===== config.mk =====
export PLATFORM = sky130hd
export DESIGN_NAME = key_command_servo_positioner
export DESIGN_NICKNAME = d
export VERILOG_FILES = /design/src/rtl/kcsp_pkg.sv /design/src/rtl/kcsp_decode.sv /design/src/rtl/kcsp_axis.sv /design/src/rtl/key_command_servo_positioner.sv
export SDC_FILE = /design/constraint.sdc
export NUM_CORES = 1
export LEC_CHECK = 0
export ABC_AREA = 1
export BUFFER_PORTS_ARGS = -buffer_cell sky130_fd_sc_hd__buf_2
export CORE_AREA = 4 4 166 152
export CTS_CLUSTER_DIAMETER = 120
export DETAILED_ROUTE_END_ITERATION = 7
export DIE_AREA = 0 0 170 156
export HOLD_SLACK_MARGIN = 0.08
export PLACE_DENSITY_LB_ADDON = 0.05
export SLEW_MARGIN = 15
export SYNTH_ARGS = -nofsm -noshare
export SYNTH_HDL_FRONTEND = slang
export SYNTH_HIERARCHICAL = 1
export SYNTH_SLANG_ARGS = --single-unit

===== constraint.sdc =====
create_clock -name i_clk -period 8.7 [get_ports i_clk]
set_input_delay 0.87 -clock i_clk [delete_from_list [all_inputs] [get_ports i_clk]]
set_output_delay 0.87 -clock i_clk [all_outputs]
set_load 0.1 [all_outputs]

===== src/rtl/kcsp_pkg.sv =====
// Shared types and constants for the key command servo positioner.
// Depends on nothing; imported by every module of the block.
`default_nettype none

package kcsp_pkg;

    localparam int ANGLE_W = 8;
    localparam int CFG_IDX_W = 2;
    localparam int NUM_AXES = 5;

    typedef logic [ANGLE_W-1:0] t_angle;

    // register indexes of the configuration port
    localparam logic [CFG_IDX_W-1:0] CFG_STEP_SIZE    = 2'd0;
    localparam logic [CFG_IDX_W-1:0] CFG_ANGLE_MAX    = 2'd1;
    localparam logic [CFG_IDX_W-1:0] CFG_GRIPPER_OPEN = 2'd2;

    // configuration reset values
    localparam t_angle STEP_SIZE_RST    = 8'd15;
    localparam t_angle ANGLE_MAX_RST    = 8'd180;
    localparam t_angle GRIPPER_OPEN_RST = 8'd90;

    // angle reset values
    localparam t_angle AXIS_RST    = 8'd90;
    localparam t_angle GRIPPER_RST = 8'd0;

    // axis slots in the decoded command
    localparam int AX_JOINT_ONE   = 0;
    localparam int AX_JOINT_TWO   = 1;
    localparam int AX_JOINT_THREE = 2;
    localparam int AX_LINKED      = 3;
    localparam int AX_ROTATOR     = 4;

    // command keys
    localparam logic [7:0] KEY_SPACE = 8'h20;
    localparam logic [7:0] KEY_W     = 8'h77;
    localparam logic [7:0] KEY_S     = 8'h73;
    localparam logic [7:0] KEY_A     = 8'h61;
    localparam logic [7:0] KEY_D     = 8'h64;
    localparam logic [7:0] KEY_Q     = 8'h71;
    localparam logic [7:0] KEY_E     = 8'h65;
    localparam logic [7:0] KEY_Z     = 8'h7a;
    localparam logic [7:0] KEY_V     = 8'h76;
    localparam logic [7:0] KEY_R     = 8'h72;
    localparam logic [7:0] KEY_F     = 8'h66;

    typedef struct packed {
        logic [NUM_AXES-1:0] raise;
        logic [NUM_AXES-1:0] lower;
        logic                toggle;
        logic                bad;
    } t_cmd_dec;

endpackage

`default_nettype wire


===== src/rtl/kcsp_decode.sv =====
// Command byte decoder: one-hot raise/lower/toggle strobes and the bad flag.
// Depends on kcsp_pkg.
`default_nettype none

module kcsp_decode
    import kcsp_pkg::*;
(
    input  wire logic [7:0] i_cmd,
    output t_cmd_dec        o_dec
);

    always_comb begin
        o_dec = '0;
        case (i_cmd)
            KEY_SPACE: o_dec.toggle = 1'b1;
            KEY_W:     o_dec.raise[AX_JOINT_ONE] = 1'b1;
            KEY_S:     o_dec.lower[AX_JOINT_ONE] = 1'b1;
            KEY_A:     o_dec.raise[AX_JOINT_TWO] = 1'b1;
            KEY_D:     o_dec.lower[AX_JOINT_TWO] = 1'b1;
            KEY_Q:     o_dec.raise[AX_JOINT_THREE] = 1'b1;
            KEY_E:     o_dec.lower[AX_JOINT_THREE] = 1'b1;
            KEY_Z:     o_dec.raise[AX_LINKED] = 1'b1;
            KEY_V:     o_dec.lower[AX_LINKED] = 1'b1;
            KEY_R:     o_dec.raise[AX_ROTATOR] = 1'b1;
            KEY_F:     o_dec.lower[AX_ROTATOR] = 1'b1;
            default:   o_dec.bad = 1'b1;
        endcase
    end

endmodule

`default_nettype wire


===== src/rtl/kcsp_axis.sv =====
// One servo axis: angle register with saturating raise and lower.
// Depends on kcsp_pkg.
`default_nettype none

module kcsp_axis
    import kcsp_pkg::*;
(
    input  wire logic   i_clk,
    input  wire logic   i_rst_n,
    input  wire logic   i_en,
    input  wire logic   i_raise,
    input  wire logic   i_lower,
    input  wire t_angle i_step,
    input  wire t_angle i_max,
    output t_angle      o_next
);

    t_angle           r_pos;
    t_angle           n_pos;
    logic [ANGLE_W:0] sum;
    t_angle           diff;

    always_comb begin
        sum  = {1'b0, r_pos} + {1'b0, i_step};
        diff = (r_pos < i_step) ? '0 : r_pos - i_step;
        if (i_raise) begin
            n_pos = (sum > {1'b0, i_max}) ? i_max : sum[ANGLE_W-1:0];
        end else if (i_lower) begin
            n_pos = (diff > i_max) ? i_max : diff;
        end else begin
            n_pos = r_pos;
        end
    end

    assign o_next = n_pos;

    always_ff @(posedge i_clk) begin
        if (!i_rst_n) begin
            r_pos <= AXIS_RST;
        end else if (i_en) begin
            r_pos <= n_pos;
        end
    end

endmodule

`default_nettype wire


===== src/rtl/key_command_servo_positioner.sv =====
// Top level of the key command servo positioner: config registers, input
// register, gripper, five axes and the result register.
// Depends on kcsp_pkg, kcsp_decode and kcsp_axis.
//
//   channel | handshake           | payload
//   --------+---------------------+-----------------------------------------
//   in      | i_valid / o_stall   | i_command_byte
//   out     | o_valid / i_stall   | seven angles, o_invalid_command
//   cfg     | i_cfg_wr            | i_cfg_idx, i_cfg_data (no read-back)
//
// An accepted item passes the input register, then the result register; one
// item per cycle is sustained while the output does not stall. The rate is
// set by the single pass from the input register through decode and one
// saturating add per axis into the result register. o_stall is high only
// while both registers are full and the output stalls. Synchronous active-low
// reset clears both registers, loads config defaults, homes axes and gripper.
`default_nettype none

module key_command_servo_positioner
    import kcsp_pkg::*;
(
    input  wire logic                 i_clk,
    input  wire logic                 i_rst_n,
    // configuration
    input  wire logic                 i_cfg_wr,
    input  wire logic [CFG_IDX_W-1:0] i_cfg_idx,
    input  wire logic [ANGLE_W-1:0]   i_cfg_data,
    // command items
    input  wire logic                 i_valid,
    output logic                      o_stall,
    input  wire logic [7:0]           i_command_byte,
    // result items
    output logic                      o_valid,
    input  wire logic                 i_stall,
    output t_angle                    o_gripper_angle,
    output t_angle                    o_joint_one_angle,
    output t_angle                    o_joint_two_angle,
    output t_angle                    o_joint_three_angle,
    output t_angle                    o_linked_angle,
    output t_angle                    o_mirror_angle,
    output t_angle                    o_rotator_angle,
    output logic                      o_invalid_command
);

    // configuration registers
    t_angle r_step;
    t_angle r_max;
    t_angle r_grip_open;

    always_ff @(posedge i_clk) begin
        if (!i_rst_n) begin
            r_step      <= STEP_SIZE_RST;
            r_max       <= ANGLE_MAX_RST;
            r_grip_open <= GRIPPER_OPEN_RST;
        end else if (i_cfg_wr) begin
            case (i_cfg_idx)
                CFG_STEP_SIZE:    r_step      <= i_cfg_data;
                CFG_ANGLE_MAX:    r_max       <= i_cfg_data;
                CFG_GRIPPER_OPEN: r_grip_open <= i_cfg_data;
                default:          ;  // unmapped index, write dropped
            endcase
        end
    end

    // pipeline control: the input register moves into the result register
    // whenever the result register is empty or being taken this cycle
    logic       r_in_valid;
    logic [7:0] r_cmd;
    logic       r_out_valid;
    logic       advance;
    logic       in_accept;

    assign advance   = r_in_valid && (!r_out_valid || !i_stall);
    assign o_stall   = r_in_valid && r_out_valid && i_stall;
    assign in_accept = i_valid && !o_stall;

    always_ff @(posedge i_clk) begin
        if (!i_rst_n) begin
            r_in_valid  <= 1'b0;
            r_out_valid <= 1'b0;
        end else begin
            if (in_accept) begin
                r_in_valid <= 1'b1;
            end else if (advance) begin
                r_in_valid <= 1'b0;
            end
            if (advance) begin
                r_out_valid <= 1'b1;
            end else if (!i_stall) begin
                r_out_valid <= 1'b0;
            end
        end
    end

    always_ff @(posedge i_clk) begin
        if (in_accept) begin
            r_cmd <= i_command_byte;
        end
    end

    // decode
    t_cmd_dec dec;

    kcsp_decode u_decode (
        .i_cmd (r_cmd),
        .o_dec (dec)
    );

    // five movable axes, state commits only when the item advances
    t_angle axis_next [NUM_AXES];

    for (genvar g = 0; g < NUM_AXES; g++) begin : g_axis
        kcsp_axis u_axis (
            .i_clk   (i_clk),
            .i_rst_n (i_rst_n),
            .i_en    (advance),
            .i_raise (dec.raise[g]),
            .i_lower (dec.lower[g]),
            .i_step  (r_step),
            .i_max   (r_max),
            .o_next  (axis_next[g])
        );
    end

    // gripper toggles between closed and the open angle, open not capped
    t_angle r_grip;
    t_angle n_grip;

    always_comb begin
        if (dec.toggle) begin
            n_grip = (r_grip == '0) ? r_grip_open : '0;
        end else begin
            n_grip = r_grip;
        end
    end

    always_ff @(posedge i_clk) begin
        if (!i_rst_n) begin
            r_grip <= GRIPPER_RST;
        end else if (advance) begin
            r_grip <= n_grip;
        end
    end

    // mirror servo: zero when linked sits above a lowered maximum
    t_angle n_mirror;
    assign n_mirror = (axis_next[AX_LINKED] > r_max) ? '0 : r_max - axis_next[AX_LINKED];

    // result register
    always_ff @(posedge i_clk) begin
        if (advance) begin
            o_gripper_angle     <= n_grip;
            o_joint_one_angle   <= axis_next[AX_JOINT_ONE];
            o_joint_two_angle   <= axis_next[AX_JOINT_TWO];
            o_joint_three_angle <= axis_next[AX_JOINT_THREE];
            o_linked_angle      <= axis_next[AX_LINKED];
            o_mirror_angle      <= n_mirror;
            o_rotator_angle     <= axis_next[AX_ROTATOR];
            o_invalid_command   <= dec.bad;
        end
    end

    assign o_valid = r_out_valid;

endmodule

`default_nettype wire


---- Yosys cells after proc, flatten, opt, wreduce, memory -nomap -nowiden ----
Index checks and enable logic that the tools add are counted.
cells by class
  shift-type cells ........................ 0
  add/subtract/negate cells ............... 11
  eq/ne operators ......................... 14
  bitwise gates (word level) .............. 0
  mux-type cells .......................... 43
  div/mod/pow operators ................... 0
  multipliers ............................. 0
  reductions and logical operators ........ 15
  $lt $le $gt $ge ......................... 16
operator list
  kind                                                   count
  2-to-1 mux 8 bit                                       27
  equality test 8 x 7 -> 1 bit, second input constant    10
  > comparator 8 bit                                     6
  subtractor 8 bit                                       6
  adder 8 x 8 -> 9 bit                                   5
  > comparator 9 x 8 -> 1 bit                            5
  < comparator 8 bit                                     5
  2-to-1 mux 1 bit                                       16
  OR reduction 11 bit                                    1
  equality test 8 x 6 -> 1 bit, second input constant    1
  zero test 8 bit                                        1
  AND reduction 2 bit                                    3
  logical AND 1 bit                                      4
  zero test 1 bit                                        3
  equality test 2 x 1 -> 1 bit, second input constant    1
  equality test 2 bit, second input constant             1
  zero test 2 bit                                        1
  inequality test 2 x 1 -> 1 bit, second input constant  1
  nonzero test 2 bit                                     1
  logical OR 1 bit                                       1
word-level totals
  latch bits .............................. 0
  memories kept ........................... 0
  register bits ........................... 139
  output and inout port bits .............. 59
  memory bits (read-only) ................. 0
  bits in writable memories ............... 0

---- Logic depth before layout (Yosys ltp) ----
  word-level depth ........................ 7
  mapped depth ............................ 35
  mapped depth without buffers ............ 35

---- Hierarchy ----
The synthesis kept the hierarchy.
modules (own cells, without submodules)
  module                             sequential area each (um^2)  cells each  times used  area an instance (um^2)
  kcsp_axis at g_axis[2].u_axis ...  160.2                        325         2           1945.6
  kcsp_axis at g_axis[0].u_axis ...  160.2                        323         2           1939.4
  key_command_servo_positioner       2632.5                       367         1           3871.2
  kcsp_axis at g_axis[4].u_axis      160.2                        326         1           1974.4
  kcsp_decode                        0.0                          59          1           245.2

---- Worst setup path after synthesis ----
Ideal clock, no wire load.
  path kind ............................... register to register
  from .................................... register r_step[1]
  to ...................................... register o_mirror_angle[4] (data pin)
  stages on the path, launching flop included .. 30
  data required time ...................... 8451 ps
  data arrival time ....................... 3968 ps
  slack ................................... 4483 ps
  buffers on the path ..................... 1
  cell sequence ........................... dfxtp_1 inv_1 ha_1 nand3_1 nand2_1 xor2_1 or2_1 inv_1 ha_1 nand2_1 inv_1 o21ai_0 nand2_1 nand2_1 nand2_1 nand2_1 buf_4 nand2_1 nand3_1 o21ai_0 nand2_1 nand2_1 ha_1 fa_1 inv_1 nand2_1 nand3_2 xor2_1 nand2_1 inv_1
RTL lines
  element                   RTL line                             text
  start: declaration        key_command_servo_positioner.sv:46   t_angle r_step;
  start signal: assignment  key_command_servo_positioner.sv:57   CFG_STEP_SIZE: r_step <= i_cfg_data;
  end signal: assignment    key_command_servo_positioner.sv:157  o_mirror_angle <= n_mirror;
  end: declaration          key_command_servo_positioner.sv:40   output t_angle o_mirror_angle,

==> impl_metrics.env <==
export IMPL_ctsHoldBuffers=0
export IMPL_drc_errors=0
export IMPL_finClkSkew_ns=0.0110
export IMPL_tritoncts="yes"
export IMPL_startpoint_type="flip-flop"
export IMPL_drive_gt1_share_pct=11.5
export IMPL_die_h_microns=156
export IMPL_yosysSeqAreaShare_pct=24.8
export IMPL_grt_pass1_wl_mm=63.0
export IMPL_grt_overflow_total=0
export IMPL_core_area_sq_mm=0.0233
export IMPL_die_w_microns=170
export IMPL_synth_ff_type="dfxtp_1"
export IMPL_ir_drop_mv=0.127
export IMPL_p_leak_nw=8.31
export IMPL_syn_mean_instance_area_sq_um=6.77
export IMPL_start_util_pct=59.5
export IMPL_track_usage_pct=29.8
export IMPL_avgViaCountPerCell=5.38
export IMPL_place_congestion=1.00
export IMPL_first_pass_iters=8
export IMPL_via_count=13100
export IMPL_syn_inst=2048
export IMPL_clk_pin_slew_ns=0.07
export IMPL_clockBufferDepth=2
export IMPL_syn_nets=2250
export IMPL_wire_per_inst_microns=16.2
export IMPL_layout_min_cycle_time_ns=4.91
export IMPL_max_cap_violations=0
export IMPL_final_antenna_net_count=0
export IMPL_max_freq_ghz=0.203
export IMPL_cts_buffers_inserted=17
export IMPL_synth_top_area_cell="nand2_1"
export IMPL_finalHoldViolCount=0
export IMPL_drt_iter0_drc=1422
export IMPL_report_final_slew_viol_count=0
export IMPL_insertion_delay_ns=0.43
export IMPL_io_pins=82
export IMPL_fin_cells=2430
export IMPL_num_antenna_cells=0
export IMPL_die_area_sq_mm=0.0265
export IMPL_wl_mm=39.3
export IMPL_fin_crit_sh_pct=56.5
export IMPL_fin_nets=2318
export IMPL_setup_viol=0
export IMPL_synth_edff_count=65
export IMPL_numPortBuffers=81
export IMPL_synth_distinct_cells=37
export IMPL_placedCellCount=2399
export IMPL_outcome="complete, no violations"
export IMPL_yosysWarnings=6
export IMPL_endpoint_kind="flip-flop"
export IMPL_tightest_slew_ns=0.769
export IMPL_rows=53
export IMPL_synth_seq_cells=139
export IMPL_fin_setup_tns_ns=0
export IMPL_grt_pass1_vias=12200
export IMPL_syn2layout_area_growth_pct=7.83
export IMPL_p_per_area_mw_per_mm2=172
export IMPL_ys_top_cells_by_count="591 x nand2_1, 363 x inv_1, 251 x nand3_1"
export IMPL_yosysMostFrequentCell="nand2_1"
export IMPL_slew_headroom_pct=48.7
export IMPL_worstHoldPathType="reg2reg"
export IMPL_synthTopCellsByArea="nand2_1 16%, ha_1 15%, edfxtp_1 14%"
export IMPL_rsz0062_at_grt="false"
export IMPL_clock_sinks=139
export IMPL_cts_resized=0
export IMPL_yosysTopAreaCellShare_pct=16.0
export IMPL_worstSetupPathType="reg2reg"
export IMPL_synth_async_reset_ratio_pct=0
export IMPL_root_buffer="clkbuf_16"
export IMPL_arrival_ns=5.09
export IMPL_cts_setup_buffers=0
export IMPL_fillerInstances=2244
export IMPL_required_ns=8.87
export IMPL_cp_max_fo=11
export IMPL_antenna_found_initial=1
export IMPL_dpl_hpwl_mm=30.7
export IMPL_grt_max_degree=67
export IMPL_synth_area_sq_mm=0.0139
export IMPL_cts_max_level=4
-- final cells by class --
class | instances | area [sq um] | share of cell area [%]
inverter | 390 | 1480 | 9.90
clock inverter | 13 | 126 | 0.846
sequential | 139 | 3430 | 23.0
clock buffer | 18 | 450 | 3.01
timing repair buffer | 90 | 473 | 3.16
tap | 302 | 378 | 2.53
multi-input combinational | 1478 | 8610 | 57.6
-- cell usage in the layout (no fill, tap or decap), drive strengths merged --
cell type	instances
a21oi	126
nand3	262
clkbuf	18
fa	11
inv	398
or2	15
o21ai	23
edfxtp	65
o211ai	9
and2	9
a21o	5
nand2	635
clkinvlp	1
nand3b	5
nor2	124
o21bai	10
xor2	33
nand4	28
ha	168
o21a	5
buf	90
dfxtp	74
clkinv	4
xnor2	10
-- worst max-delay path, cell delays in order (launching register included) --
cell and delay (ns):
dfxtp_1 0.76, inv_1 0.10, ha_1 0.47, a21oi_1 0.13
or2_2 0.30, nand3_1 0.08, nand2_1 0.07, nand3_1 0.14
inv_1 0.06, ha_1 0.27, nand2_1 0.07, nor2_1 0.15
nand4_1 0.20, nand2_1 0.34, inv_1 0.10, nand2_1 0.08
nand3_1 0.08, nand2_1 0.07, nand2_1 0.05, nand2_2 0.09
inv_1 0.05, ha_1 0.33, nand2_1 0.09, inv_2 0.04
nand2_1 0.06, nand3_2 0.08, a21oi_2 0.30, a21oi_1 0.08
-- state kept, by name (all words and copies together), names as in the netlist, 8 cells and up --
name                 cells
g_axis.u_axis/r_pos     40
o_gripper_angle          8
o_joint_one_angle        8
o_joint_three_angle      8
o_joint_two_angle        8
o_linked_angle           8
o_mirror_angle           8
o_rotator_angle          8
r_cmd                    8
r_grip                   8
r_grip_open              8
r_max                    8
r_step                   8
-- final timing paths --
check | start | to | slack [ns] | depth (start not counted)
worst max-delay path | r_step[3]$_SDFFE_PN1P_ | o_mirror_angle[7]$_SDFFCE_PN0P_ | 3.79 | 27
worst max register to register | r_step[3]$_SDFFE_PN1P_ | o_mirror_angle[7]$_SDFFCE_PN0P_ | 3.79 | 27
worst min register to register | r_grip_open[7]$_SDFFE_PN0P_ | r_grip_open[7]$_SDFFE_PN0P_ | 0.47 | 2
worst min-delay path | r_grip_open[7]$_SDFFE_PN0P_ | r_grip_open[7]$_SDFFE_PN0P_ | 0.47 | 2
-- where the power goes --
part           leakage [nW]  switching [mW]  total [mW]  internal, mW
Clock                 0.283           0.320       0.714         0.394
Sequential             1.20          0.0433       0.774         0.731
Combinational          6.83           0.742        1.09         0.344
Total                  8.31            1.11        2.57          1.47
-- through the flow --
step           hold slack [ns]  area [sq um]  worst slack [ns]  utilization [%]  power, mW
2_1_floorplan            0.442         13900              4.48                -       1.63
3_3_place_gp             0.457         14400              4.00             61.7       1.84
3_5_place_dp             0.461         14400              3.90             61.7       1.85
4_1_cts                  0.470         14900              3.88             64.2       2.57
5_1_grt                  0.488         14900              3.42             64.2       2.75
6_report                 0.472         14900              3.79             64.2       2.57
-- cells by family (layout without fill, tap and decap cells) --
family | Yosys count | after routing | synth area share [%]
flops | 139 | 139 | 24.8
buf+inv | 431 | 511 | 13.1
fa+ha+maj | 179 | 179 | 16.8
simple gates | 1078 | 1078 | 34.6
compound gates | 178 | 178 | 8.03
xor+xnor | 43 | 43 | 2.72
-- metal layers --
layer | track usage (%) | part of all wire, % | vias up
li1 | - | - | 6620
met1 | 41.4 | 45 | 5875
met2 | 47.2 | 44 | 502
met3 | 5.75 | 8.7 | 82
met4 | 9.20 | 2.7 | 0
met5 | 0 | 0 | -
Power figures use the tool's default switching activity.
